[config.mk]
export PLATFORM = sky130hd
export DESIGN_NAME = keyed_list_table_engine_core_flat
export DESIGN_NICKNAME = d
export VERILOG_FILES = /design/src/rtl/core/klte_pkg.sv /design/src/rtl/core/klte_req_if.sv /design/src/rtl/core/klte_rsp_if.sv /design/src/rtl/core/klte_cmp.sv /design/src/rtl/core/keyed_list_table_engine_core.sv /design/src/flat_wrapper.sv
export SDC_FILE = /design/constraint.sdc
export NUM_CORES = 1
export LEC_CHECK = 0
export BUFFER_PORTS_ARGS = -buffer_cell sky130_fd_sc_hd__buf_2
export CAP_MARGIN = 15
export CORE_UTILIZATION = 50
export CTS_CLUSTER_DIAMETER = 100
export DETAILED_ROUTE_END_ITERATION = 8
export MAX_ROUTING_LAYER = met4
export PLACE_DENSITY_LB_ADDON = 0.12
export SETUP_SLACK_MARGIN = 0.4
export SLEW_MARGIN = 20
export SYNTH_ARGS = -nofsm -noshare
export SYNTH_HDL_FRONTEND = slang
export SYNTH_SLANG_ARGS = --single-unit
[constraint.sdc]
create_clock -name clk -period 3.8 [get_ports clk]
set_input_delay 0.76 -clock clk [delete_from_list [all_inputs] [get_ports clk]]
set_output_delay 0.76 -clock clk [all_outputs]
set_load 0.005 [all_outputs]
[src/rtl/core/klte_pkg.sv]
// Shared widths, operation and status codes, and sequencer states of the keyed list table.
`default_nettype none

package klte_pkg;

	localparam int KEY_W            = 32;
	localparam int FUNC_W           = 3;
	localparam int STATUS_W         = 2;
	localparam int POS_W            = 4;
	localparam int COUNT_W          = 5;
	localparam int CAPACITY_DEFAULT = 16;

	localparam logic [FUNC_W-1:0] FUNC_INSERT = 3'd0;
	localparam logic [FUNC_W-1:0] FUNC_SEARCH = 3'd1;
	localparam logic [FUNC_W-1:0] FUNC_DELETE = 3'd2;
	localparam logic [FUNC_W-1:0] FUNC_MAX    = 3'd3;
	localparam logic [FUNC_W-1:0] FUNC_MIN    = 3'd4;
	localparam logic [FUNC_W-1:0] FUNC_SUCC   = 3'd5;
	localparam logic [FUNC_W-1:0] FUNC_PRED   = 3'd6;

	localparam logic [STATUS_W-1:0] STATUS_OK      = 2'd0;
	localparam logic [STATUS_W-1:0] STATUS_EMPTY   = 2'd1;
	localparam logic [STATUS_W-1:0] STATUS_NOMATCH = 2'd2;
	localparam logic [STATUS_W-1:0] STATUS_FULL    = 2'd3;

	typedef enum logic [2:0] {
		ST_IDLE,
		ST_DISPATCH,
		ST_SCAN,
		ST_SHIFT,
		ST_DONE
	} state_t;

endpackage

`default_nettype wire

[src/rtl/core/klte_req_if.sv]
// Request channel: operation code and key.
`default_nettype none

interface klte_req_if;
	logic                                valid;
	logic                                ready;
	logic        [klte_pkg::FUNC_W-1:0] func;
	logic signed [klte_pkg::KEY_W-1:0]  key_value;

	modport source (output valid, output func, output key_value, input ready);
	modport sink   (input valid, input func, input key_value, output ready);
endinterface

`default_nettype wire

[src/rtl/core/klte_rsp_if.sv]
// Response channel: status, key, position and entry count.
`default_nettype none

interface klte_rsp_if;
	logic                                  valid;
	logic                                  ready;
	logic        [klte_pkg::STATUS_W-1:0] status;
	logic signed [klte_pkg::KEY_W-1:0]    result_key;
	logic        [klte_pkg::POS_W-1:0]    position;
	logic        [klte_pkg::COUNT_W-1:0]  entry_count;

	modport source (output valid, output status, output result_key, output position,
		output entry_count, input ready);
	modport sink   (input valid, input status, input result_key, input position,
		input entry_count, output ready);
endinterface

`default_nettype wire

[src/rtl/core/klte_cmp.sv]
// Shared key comparator: decides whether a scanned entry replaces the current best.
`default_nettype none

module klte_cmp (
	input  wire logic        [klte_pkg::FUNC_W-1:0] func,
	input  wire logic signed [klte_pkg::KEY_W-1:0]  key_value,
	input  wire logic signed [klte_pkg::KEY_W-1:0]  entry,
	input  wire logic signed [klte_pkg::KEY_W-1:0]  best,
	input  wire logic                               found,
	output logic                                    take
);

	logic above_key;
	logic below_key;
	logic above_best;
	logic below_best;

	assign above_key  = entry > key_value;
	assign below_key  = entry < key_value;
	assign above_best = entry > best;
	assign below_best = entry < best;

	always_comb begin
		case (func)
			klte_pkg::FUNC_SEARCH,
			klte_pkg::FUNC_DELETE: take = !found && (entry == key_value);
			klte_pkg::FUNC_MAX:    take = !found || above_best;
			klte_pkg::FUNC_MIN:    take = !found || below_best;
			klte_pkg::FUNC_SUCC:   take = above_key && (!found || below_best);
			klte_pkg::FUNC_PRED:   take = below_key && (!found || above_best);
			default:               take = 1'b0;
		endcase
	end

endmodule

`default_nettype wire

[src/rtl/core/keyed_list_table_engine_core.sv]
// Top level of the keyed list table: entry memory, scan sequencer and response register.
//
// Channel | Dir | Payload                                      | Transaction
// req     | in  | func, key_value                              | valid & ready
// rsp     | out | status, result_key, position, entry_count    | valid & ready
//
// Insert, an empty table and an unused code: response valid once dispatch moves straight to done.
// Other operations scan the held entries, one entry read per cycle from the single read port
// and judged by the one shared comparator. A delete that hits then reads each entry after the
// removed one and writes it one place lower to close the gap.
// The response holds until taken, and the next request can be accepted in the cycle after.
// Reset empties the table at once; no clearing pass is needed.
`default_nettype none

module keyed_list_table_engine_core #(
	parameter int CAPACITY = klte_pkg::CAPACITY_DEFAULT
) (
	input wire logic clk,
	input wire logic arst_n,
	klte_req_if.sink   req,
	klte_rsp_if.source rsp
);

	localparam int IDX_W   = (CAPACITY > 1) ? $clog2(CAPACITY) : 1;
	localparam int CNT_W   = $clog2(CAPACITY + 1);
	localparam int KEY_W   = klte_pkg::KEY_W;
	localparam int POS_W   = klte_pkg::POS_W;
	localparam int COUNT_W = klte_pkg::COUNT_W;

	klte_pkg::state_t state_q;
	klte_pkg::state_t state_d;

	logic        [klte_pkg::FUNC_W-1:0]   func_q;
	logic signed [KEY_W-1:0]              key_q;
	logic        [CNT_W-1:0]              count_q;
	logic        [CNT_W-1:0]              rd_q;
	logic                                 vld_s1;
	logic        [IDX_W-1:0]              idx_s1;
	logic signed [KEY_W-1:0]              rdata_s1;
	logic                                 found_q;
	logic        [IDX_W-1:0]              best_idx_q;
	logic signed [KEY_W-1:0]              best_key_q;
	logic        [klte_pkg::STATUS_W-1:0] status_q;
	logic signed [KEY_W-1:0]              rkey_q;
	logic        [IDX_W-1:0]              pos_q;

	logic [KEY_W-1:0] mem [CAPACITY];

	logic                    walking;
	logic                    rd_en;
	logic                    walk_end;
	logic                    table_full;
	logic                    func_unused;
	logic                    take;
	logic                    mem_we;
	logic [IDX_W-1:0]        mem_waddr;
	logic [KEY_W-1:0]        mem_wdata;

	assign table_full  = count_q >= CNT_W'(CAPACITY);
	assign func_unused = func_q > klte_pkg::FUNC_PRED;
	assign walk_end    = (rd_q == count_q) && !vld_s1;

	klte_cmp u_cmp (
		.func      (func_q),
		.key_value (key_q),
		.entry     (rdata_s1),
		.best      (best_key_q),
		.found     (found_q),
		.take      (take)
	);

	// Next state.
	always_comb begin
		state_d = state_q;
		case (state_q)
			klte_pkg::ST_IDLE: begin
				if (req.valid) begin
					state_d = klte_pkg::ST_DISPATCH;
				end
			end
			klte_pkg::ST_DISPATCH: begin
				if (func_q == klte_pkg::FUNC_INSERT || func_unused || count_q == '0) begin
					state_d = klte_pkg::ST_DONE;
				end else begin
					state_d = klte_pkg::ST_SCAN;
				end
			end
			klte_pkg::ST_SCAN: begin
				if (walk_end) begin
					if (found_q && func_q == klte_pkg::FUNC_DELETE) begin
						state_d = klte_pkg::ST_SHIFT;
					end else begin
						state_d = klte_pkg::ST_DONE;
					end
				end
			end
			klte_pkg::ST_SHIFT: begin
				if (walk_end) begin
					state_d = klte_pkg::ST_DONE;
				end
			end
			klte_pkg::ST_DONE: begin
				if (rsp.ready) begin
					state_d = klte_pkg::ST_IDLE;
				end
			end
			default: state_d = klte_pkg::ST_IDLE;
		endcase
	end

	// Sequencer outputs.
	always_comb begin
		walking   = (state_q == klte_pkg::ST_SCAN) || (state_q == klte_pkg::ST_SHIFT);
		rd_en     = walking && (rd_q != count_q);
		req.ready = state_q == klte_pkg::ST_IDLE;
		rsp.valid = state_q == klte_pkg::ST_DONE;
		mem_we    = 1'b0;
		mem_waddr = count_q[IDX_W-1:0];
		mem_wdata = key_q;
		case (state_q)
			klte_pkg::ST_DISPATCH: begin
				mem_we = (func_q == klte_pkg::FUNC_INSERT) && !table_full;
			end
			klte_pkg::ST_SHIFT: begin
				// Each entry read at index i is written back one place lower.
				mem_we    = vld_s1;
				mem_waddr = idx_s1 - 1'b1;
				mem_wdata = rdata_s1;
			end
			default: mem_we = 1'b0;
		endcase
	end

	assign rsp.status      = status_q;
	assign rsp.result_key  = rkey_q;
	assign rsp.position    = POS_W'(pos_q);
	assign rsp.entry_count = COUNT_W'(count_q);

	always_ff @(posedge clk or negedge arst_n) begin
		if (!arst_n) begin
			state_q <= klte_pkg::ST_IDLE;
		end else begin
			state_q <= state_d;
		end
	end

	// Control registers: fill count, read pointer, read pipeline valid and the found flag.
	always_ff @(posedge clk or negedge arst_n) begin
		if (!arst_n) begin
			count_q <= '0;
			rd_q    <= '0;
			vld_s1  <= 1'b0;
			found_q <= 1'b0;
		end else begin
			vld_s1 <= rd_en;
			if (rd_en) begin
				rd_q <= rd_q + 1'b1;
			end
			case (state_q)
				klte_pkg::ST_DISPATCH: begin
					rd_q    <= '0;
					found_q <= 1'b0;
					if (func_q == klte_pkg::FUNC_INSERT && !table_full) begin
						count_q <= count_q + 1'b1;
					end
				end
				klte_pkg::ST_SCAN: begin
					if (vld_s1 && take) begin
						found_q <= 1'b1;
					end
					if (walk_end) begin
						rd_q <= CNT_W'(best_idx_q) + 1'b1;
					end
				end
				klte_pkg::ST_SHIFT: begin
					if (walk_end) begin
						count_q <= count_q - 1'b1;
					end
				end
				default: found_q <= found_q;
			endcase
		end
	end

	// Payload registers.
	always_ff @(posedge clk) begin
		idx_s1 <= rd_q[IDX_W-1:0];
		if (req.valid && req.ready) begin
			func_q <= req.func;
			key_q  <= req.key_value;
		end
		case (state_q)
			klte_pkg::ST_DISPATCH: begin
				best_idx_q <= '0;
				best_key_q <= '0;
				rkey_q     <= '0;
				pos_q      <= '0;
				if (func_q == klte_pkg::FUNC_INSERT) begin
					if (table_full) begin
						status_q <= klte_pkg::STATUS_FULL;
					end else begin
						status_q <= klte_pkg::STATUS_OK;
						rkey_q   <= key_q;
						pos_q    <= count_q[IDX_W-1:0];
					end
				end else if (func_unused) begin
					status_q <= klte_pkg::STATUS_NOMATCH;
				end else begin
					status_q <= klte_pkg::STATUS_EMPTY;
				end
			end
			klte_pkg::ST_SCAN: begin
				if (vld_s1 && take) begin
					best_idx_q <= idx_s1;
					best_key_q <= rdata_s1;
				end
				if (walk_end) begin
					if (found_q) begin
						status_q <= klte_pkg::STATUS_OK;
						rkey_q   <= best_key_q;
						pos_q    <= best_idx_q;
					end else begin
						status_q <= klte_pkg::STATUS_NOMATCH;
						rkey_q   <= '0;
						pos_q    <= '0;
					end
				end
			end
			default: status_q <= status_q;
		endcase
	end

	// Entry memory: one write port, one registered read port.
	always_ff @(posedge clk) begin
		if (mem_we) begin
			mem[mem_waddr] <= mem_wdata;
		end
		if (rd_en) begin
			rdata_s1 <= mem[rd_q[IDX_W-1:0]];
		end
	end

`ifndef SYNTH
	a_count_bound: assert property (@(posedge clk) disable iff (!arst_n)
		count_q <= CNT_W'(CAPACITY))
		else $error("Entry count exceeds the table capacity.");

	a_accept_dispatch: assert property (@(posedge clk) disable iff (!arst_n)
		(req.valid && req.ready) |=> (state_q == klte_pkg::ST_DISPATCH))
		else $error("Accepted transaction was not dispatched.");

	a_read_in_range: assert property (@(posedge clk) disable iff (!arst_n)
		rd_en |-> (rd_q < count_q))
		else $error("Read beyond the held entries.");

	a_full_status: assert property (@(posedge clk) disable iff (!arst_n)
		(rsp.valid && status_q == klte_pkg::STATUS_FULL) |-> table_full)
		else $error("Full status reported with room left in the table.");

	a_shift_addr: assert property (@(posedge clk) disable iff (!arst_n)
		(state_q == klte_pkg::ST_SHIFT && vld_s1) |-> (idx_s1 != '0))
		else $error("Close-up write would fall below the first entry.");
`endif

endmodule

`default_nettype wire
[src/flat_wrapper.sv]
// flat-port wrapper written by rule: the top's interface ports become plain ports
module keyed_list_table_engine_core_flat 
#(
	parameter int CAPACITY = klte_pkg::CAPACITY_DEFAULT
)
  (clk, arst_n, req_valid, req_func, req_key_value, req_ready, rsp_valid, rsp_status, rsp_result_key, rsp_position, rsp_entry_count, rsp_ready);
  klte_req_if req_i ();
  klte_rsp_if rsp_i ();
  input wire logic clk;
  input wire logic arst_n;
  input wire logic [$bits(req_i.valid)-1:0] req_valid;
  input wire logic [$bits(req_i.func)-1:0] req_func;
  input wire logic [$bits(req_i.key_value)-1:0] req_key_value;
  output wire logic [$bits(req_i.ready)-1:0] req_ready;
  output wire logic [$bits(rsp_i.valid)-1:0] rsp_valid;
  output wire logic [$bits(rsp_i.status)-1:0] rsp_status;
  output wire logic [$bits(rsp_i.result_key)-1:0] rsp_result_key;
  output wire logic [$bits(rsp_i.position)-1:0] rsp_position;
  output wire logic [$bits(rsp_i.entry_count)-1:0] rsp_entry_count;
  input wire logic [$bits(rsp_i.ready)-1:0] rsp_ready;
  assign req_i.valid = req_valid;
  assign req_i.func = req_func;
  assign req_i.key_value = req_key_value;
  assign req_ready = req_i.ready;
  assign rsp_valid = rsp_i.valid;
  assign rsp_status = rsp_i.status;
  assign rsp_result_key = rsp_i.result_key;
  assign rsp_position = rsp_i.position;
  assign rsp_entry_count = rsp_i.entry_count;
  assign rsp_i.ready = rsp_ready;
  keyed_list_table_engine_core #(.CAPACITY(CAPACITY)) u_core (.clk(clk), .arst_n(arst_n), .req(req_i), .rsp(rsp_i));
endmodule
==> results.md, run 1 <==
- Post-synth EDFFs: 653
- Final Non-Filler Cells: 2342
- Fin crit period: 3.28 ns
- Height of the die: 236 um
- Register Area: 20100 um2
- Die X: 236 um
- DR WL/cell: about 26 um
- Internal power: about 0.016 W
- Total gr overflow: 0
- N_diodes: 0
- Unrepaired setup endpoints after global routing: no
- P_sw: roughly 0.0071 W
- Max Fclk: 305 MHz
- Final Cycle Share: 0.864
- Most common cell after layout, fill and taps aside: edfxtp_1
- Core area: approximately 54000 um2
- Post-DP HPWL: 35000 um
- Worst-skew pair later-pin latency: 0.62 ns
- Slew headroom: 0.331
- Origin of the worst setup path: u_core.rdata_s1[31]$_DFFE_PP_
- Drt initial violations: 1192
- CTS Buf Count: 71
- Flop2flop setup slack: about 0.52 ns
- R2R Path Start: u_core.rdata_s1[31]$_DFFE_PP_
- Max Cap Violations: 0
- Syn-to-layout area delta: 15.3%
- Switching share of power: 0.302
- Multi-input gate area: 6900 um2
- Clk sinks: between 600 and 700
- Number of library cell types mapped by synthesis: 54
- CTS tree: yes
- # port buffers: 83
- ANT nets after route: 0
- Gr usage total: 0.236
- Clock Power Share: 0.298
- Fraction of layout cells with a size suffix above 1: 0.272
- DRT Wirelength: 61600 um
- Synth top area share: 0.716
- Final number of hold-violating endpoints: 0
- Vias: 13800
- CP arrival: 3.58 ns
- I/O pins: 84
- H-tree Lvls: 3
- Initial antenna violation count: 0
- Mean Syn Cell Area: 19.2 um2
- Syn Nets: 1538
- VDD IR max: 0.490 mV
- Final Skew: ~0.021 ns
- Slew @ Worst Pin: 1.00 ns
- R2r worst-path depth: 10
- Post-synthesis sequential area ratio: 0.732
- Yosys warns: 0
- Logic pwr share: 0.264
- Synthesized flop and latch total: 672
- Inst Count DP: 2214
- First-pass GRT wire length: 91700 um
- CTS Buffer Depth: 3
- CP Launch Type: register
- Synthesized area: 27400 um2
- Area leader, netlist: edfxtp_1
- Starting density of the core: 0.507
- Register share of total power: 0.438
- Max Fanout on Critical Path: 14
- Power per cell area: 739 nW/um2
- Leak: 10.6 nW
- Setup TNS: 0 ns
- Setup crit end kind: register
- Cells after Synth: about 1400
- Vias in the first global route: 14200
- Largest net degree at the start of global routing: 133
- Drt drc: 0
- Top post-synthesis cells by area: edfxtp_1 (72%), mux4_2 (13%), ha_1 (3.2%), dfrtp_1 (1.4%), a22o_1 (1.2%)
- DP Area: approximately 30000 um2
- Placer congestion estimate: approximately 0.86
- Req. time, crit path: approximately 4.1 ns
- Commonest cells after routing, fill and taps aside: edfxtp_1 (653), mux4_2 (160), buf_2 (83)
- # nets final: 1701
- Vias/cell: 5.91
- Layout fillers: a little under 4000
- Max Transition Viols Final: 0
- Setup bufs post-CTS: 0
- Root buf cell: clkbuf_16
- WS Path Type: reg2reg
- Full die area: 55800 um2
- Top_reg_cell synth: edfxtp_1
- Pre-Repair DR Iteration Count: 5
- Async S/R FF share, synth: 0.0223
- Outcome: finished clean
- Worst-path clk slew: 0.06 ns
- Final Cell Area: 31600 um2
- Setup Viol. Count Final: 0
- Worst R2R End: u_core.best_key_q[16]$_SDFFCE_PN0P_
- Worst hold path class: in2async
- Row Count: 85
[synth_stat cells, types with 14 or more instances]
cell / number
edfxtp_1: 653
mux4_2: 160
nand2_1: 82
inv_1: 77
ha_1: 70
o21ai_0: 46
and2_1: 37
nor2_1: 37
a22o_1: 36
a21oi_1: 34
clkbuf_1: 24
buf_2: 18
dfrtp_1: 15
nand3_1: 14
[critical path, cell delays in order, from the launching register on]
cell and delay (ns):
edfxtp_1 0.43, ha_1 0.40, nand4_2 0.20, nor4_4 0.42
nand2_1 0.16, a31oi_1 0.34, nand2_1 0.11, o311ai_1 0.17
o21ai_1 0.22, nand3_4 0.23, buf_4 0.28
[worst max path at each step]
stage,endpoint,slack (ns)
finish,u_core.best_key_q[16]$_SDFFCE_PN0P_,0.52
global route,u_core.best_key_q[16]$_SDFFCE_PN0P_,0.35
detailed placement,u_core.best_key_q[10]$_SDFFCE_PN0P_,0.34
CTS,u_core.best_key_q[16]$_SDFFCE_PN0P_,0.43
global placement,u_core.best_key_q[13]$_SDFFCE_PN0P_,0.44
floorplan,u_core.best_idx_q[0]$_SDFFCE_PN0P_,0.42
[routing by layer]
| layer | GRT usage | wire length [um] |
|---|---|---|
| met2 | 0.363 | 29400 |
| met4 | 0.0701 | 1240 |
| met3 | 0.0408 | 3690 |
| met1 | 0.325 | 27200 |
| met5 | - | 0 |
[registers in the layout (all words and copies together), names as in the netlist]
name and cells:
u_core.rsp.result_key 32, u_core.vld_s1 1, u_core.rd_q 5, u_core.found_q 1
u_core.idx_s1 4, u_core.rsp.position 4, u_core.key_q 32, u_core.state_q 3
u_core.rdata_s1 32, u_core.best_idx_q 4, u_core.mem 512, u_core.rsp.entry_count 5
u_core.best_key_q 32, u_core.rsp.status 2, u_core.func_q 3
[power by group through the flow]
stage / Clock, W / Sequential (W) / Combinational (W)
final: 0.00696 / 0.0102 / 0.00616
after detailed placement: 0 / 0.0104 / 0.00617
after CTS: 0.00712 / 0.0102 / 0.00618
after global placement: 0 / 0.0104 / 0.00610
after floorplan: 0 / 0.0102 / 0.00400
after global routing: 0.00738 / 0.0103 / 0.00673
[kinds of logic (layout without fill, tap and decap cells)]
kind of cell / count (synthesis) / in the layout / share of synthesized area
DFF: 672 / 672 / 0.732
and+or+nand+nor: 210 / 210 / 0.0374
muxes: 162 / 162 / 0.132
AOI/OAI and AO/OA: 156 / 156 / 0.0369
buffers and inverters: 139 / 357 / 0.0229
adders and majority gates: 71 / 71 / 0.0327
xor gates and xnor gates: 18 / 18 / 0.00575
[layout make-up]
| type | instances | share of cell area |
|---|---|---|
| clock inverter | 46 | 0.0156 |
| inverter | 77 | 0.00915 |
| tap | 696 | 0.0276 |
| sequential | 672 | 0.636 |
| clock buffer | 82 | 0.0582 |
| timing repair buffer | 152 | 0.0355 |
| multi-input combinational | 617 | 0.218 |
[stage by stage]
step	utilization	hold slack (ns)	setup slack (ns)	power (W)
2_1_floorplan	-	0.342	0.417	0.0142
3_3_place_gp	0.541	0.553	0.436	0.0165
3_5_place_dp	0.541	0.553	0.344	0.0165
4_1_cts	0.584	0.0549	0.426	0.0235
5_1_grt	0.585	0.0811	0.350	0.0244
6_report	0.585	0.0722	0.517	0.0233
[repair_timing]
| action | in CTS | in global routing |
|---|---|---|
| setup endpoints to repair | 27 | 27 |
| pin swaps | 0 | 0 |
| resized for setup | 1 | 5 |
| hold buffers | 0 | 0 |
| hold endpoints to repair | 0 | 0 |
No activity file was read; power rests on OpenSTA's default activity.
==> inputs of run 2 (changes only) <==
==> constraint.sdc (replaced) <==
create_clock -name clk -period 3.8 [get_ports clk]
set_input_delay 0.57 -clock clk [delete_from_list [all_inputs] [get_ports clk]]
set_output_delay 0.57 -clock clk [all_outputs]
set_load 0.005 [all_outputs]
==> results.md, run 2 (synthesized netlist as in run 1, its figures left out) <==
- # nets final: 1702 (+0.059%)
- Fin crit period: 3.28 ns (+0.00157 ns)
- Hold endpoint: u_core.key_q[6]$_DFFE_PP_
- Fraction of layout cells with a size suffix above 1: 0.272 (about the same)
- VDD IR max: 0.489 mV (-0.30%)
- CTS tree: yes
- # port buffers: 83 (unchanged)
- Max Fanout on Critical Path: 14 (unchanged)
- Root buf cell: clkbuf_16
- Vias in the first global route: 14200 (+0.063%)
- CTS Buffer Depth: 3 (unchanged)
- Drt drc: 0 (unchanged)
- Die X: 236 um (unchanged)
- Place WS: 0.344 ns (unchanged)
- R2R Path Start: u_core.rdata_s1[14]$_DFFE_PP_
- Leak: 10.6 nW (about the same)
- Drt initial violations: 1182 (-0.84%)
- P_sw: 0.00706 W (about the same)
- N_diodes: 0 (unchanged)
- Setup crit end kind: register
- Most common cell after layout, fill and taps aside: edfxtp_1
- Worst-skew pair later-pin latency: 0.62 ns (about the same)
- Setup TNS: 0 ns (unchanged)
- Final number of hold-violating endpoints: 0 (unchanged)
- Logic pwr share: 0.264 (about the same)
- Total gr overflow: 0 (unchanged)
- DRT Wirelength: 61700 um (+0.18%)
- Power per cell area: 739 nW/um2 (about the same)
- WS Path Type: reg2reg
- Core area: 54000 um2 (unchanged)
- Gr usage total: 0.236 (about the same)
- PnR worst setup slack: 0.516 ns (-0.00157 ns)
- Final Cycle Share: 0.864 (about the same)
- Switching share of power: 0.302 (about the same)
- Final Skew: 0.0229 ns (+0.00197 ns)
- CTS Buf Count: 71 (unchanged)
- Slew @ Worst Pin: 1.00 ns (-0.00161 ns)
- Worst hold path class: in2reg
- Register share of total power: 0.438 (about the same)
- Commonest cells after routing, fill and taps aside: edfxtp_1 (653), mux4_2 (160), buf_2 (83)
- Post-DP HPWL: 35000 um (unchanged)
- Row Count: 85 (unchanged)
- Slew headroom: 0.332 (+0.00107)
- Largest net degree at the start of global routing: 133 (unchanged)
- Syn-to-layout area delta: 15.3% (about the same)
- Full die area: 55800 um2 (unchanged)
- Vias: 13800 (-0.17%)
- H-tree Lvls: 3 (unchanged)
- Initial antenna violation count: 0 (unchanged)
- Max Fclk: 304 MHz (about the same)
- WHS Path Cells: 1
- Flop2flop setup slack: 0.52 ns (about the same)
- Req. time, crit path: 4.10 ns (about the same)
- Height of the die: 236 um (unchanged)
- R2r worst-path depth: 11 (+1)
- Worst R2R End: u_core.best_key_q[16]$_SDFFCE_PN0P_
- Outcome: finished clean
- Setup bufs post-CTS: 0 (unchanged)
- Worst-path clk slew: 0.06 ns (about the same)
- Setup Viol. Count Final: 0 (unchanged)
- CP arrival: 3.58 ns (about the same)
- Starting density of the core: 0.507 (unchanged)
- Max Cap Violations: 0 (unchanged)
- DR WL/cell: 26.3 um (+0.13%)
- Max reg flops: 512 (unchanged)
- Largest Register: u_core.mem
- Vias/cell: 5.90 (-0.22%)
- HP Start: req_key_value[6]
- I/O pins: 84 (unchanged)
- Unrepaired setup endpoints after global routing: no
- ANT nets after route: 0 (unchanged)
- Pre-Repair DR Iteration Count: 5 (unchanged)
- Internal power: 0.0163 W (about the same)
- CP Launch Type: register
- Clock Power Share: 0.298 (about the same)
- Placer congestion estimate: 0.861 (unchanged)
- Clk sinks: 672 (unchanged)
- First-pass GRT wire length: 91700 um (about the same)
- Max Transition Viols Final: 0 (unchanged)
-- run 2: layout make-up --
class | instances | area [um2]
inverters | 77 | 289
clock inverters | 46 | 494
flip-flops and latches | 672 | 20100
clock buffers | 82 | 1840
fillers | 3972 | 22400
repair buffers | 153 | 1130
well taps | 696 | 871
multi-input cells | 617 | 6900
-- run 2: what timing repair did --
action | CTS | global route
endpoints found under the hold margin | 15 | 0
hold buffers | 1 | 0
pin swaps | 0 | 0
resized for setup | 1 | 5
endpoints found under the setup margin | 27 | 27
-- run 2: worst max path at each step --
stage	from	to	slack, ns	cells past startpoint
2_1_floorplan	u_core.rdata_s1[31]$_DFFE_PP_	u_core.best_idx_q[0]$_SDFFCE_PN0P_	0.42	8
3_3_place_gp	u_core.rdata_s1[14]$_DFFE_PP_	u_core.best_key_q[13]$_SDFFCE_PN0P_	0.44	10
3_5_place_dp	u_core.rdata_s1[14]$_DFFE_PP_	u_core.best_key_q[10]$_SDFFCE_PN0P_	0.34	10
4_1_cts	u_core.rdata_s1[31]$_DFFE_PP_	u_core.best_key_q[16]$_SDFFCE_PN0P_	0.43	10
5_1_grt	u_core.rdata_s1[14]$_DFFE_PP_	u_core.best_key_q[16]$_SDFFCE_PN0P_	0.35	11
6_report	u_core.rdata_s1[14]$_DFFE_PP_	u_core.best_key_q[16]$_SDFFCE_PN0P_	0.52	11
-- run 2: metrics by stage --
stage / instance area [um2] / hold slack [ns] / total power [W] / std cells / util
2_1_floorplan: 27400 / 0.274 / 0.0142 / 1428 / -
3_3_place_gp: 29200 / 0.514 / 0.0165 / 2214 / 0.541
4_1_cts: 31600 / 0.0977 / 0.0235 / 2343 / 0.584
6_report: 31600 / 0.137 / 0.0233 / 2343 / 0.585
3_5_place_dp: 29200 / 0.520 / 0.0165 / 2214 / 0.541
5_1_grt: 31600 / 0.111 / 0.0244 / 2343 / 0.585
-- run 2: power groups by stage --
| stage | Clock, W | Sequential [W] | Combinational [W] |
|---|---|---|---|
| floorplan | 0 | 0.0102 | 0.00400 |
| global placement | 0 | 0.0104 | 0.00610 |
| detailed placement | 0 | 0.0104 | 0.00617 |
| CTS | 0.00712 | 0.0102 | 0.00618 |
| global route | 0.00738 | 0.0103 | 0.00673 |
| finish | 0.00696 | 0.0102 | 0.00615 |
-- run 2: routing by layer --
metal	GRT usage	wire [um]
met1	0.325	27100
met2	0.363	29500
met3	0.0408	3810
met4	0.0701	1230
met5	-	0
-- run 2: worst max-delay path: stages, from the launching register on --
cell      delay, ns
edfxtp_1       0.44
ha_1           0.36
nand4_1        0.20
nor4_2         0.40
buf_4          0.18
o21ai_1        0.06
a31oi_1        0.22
o22ai_1        0.16
nor3_1         0.31
a32oi_2        0.14
nand3_4        0.22
buf_4          0.27
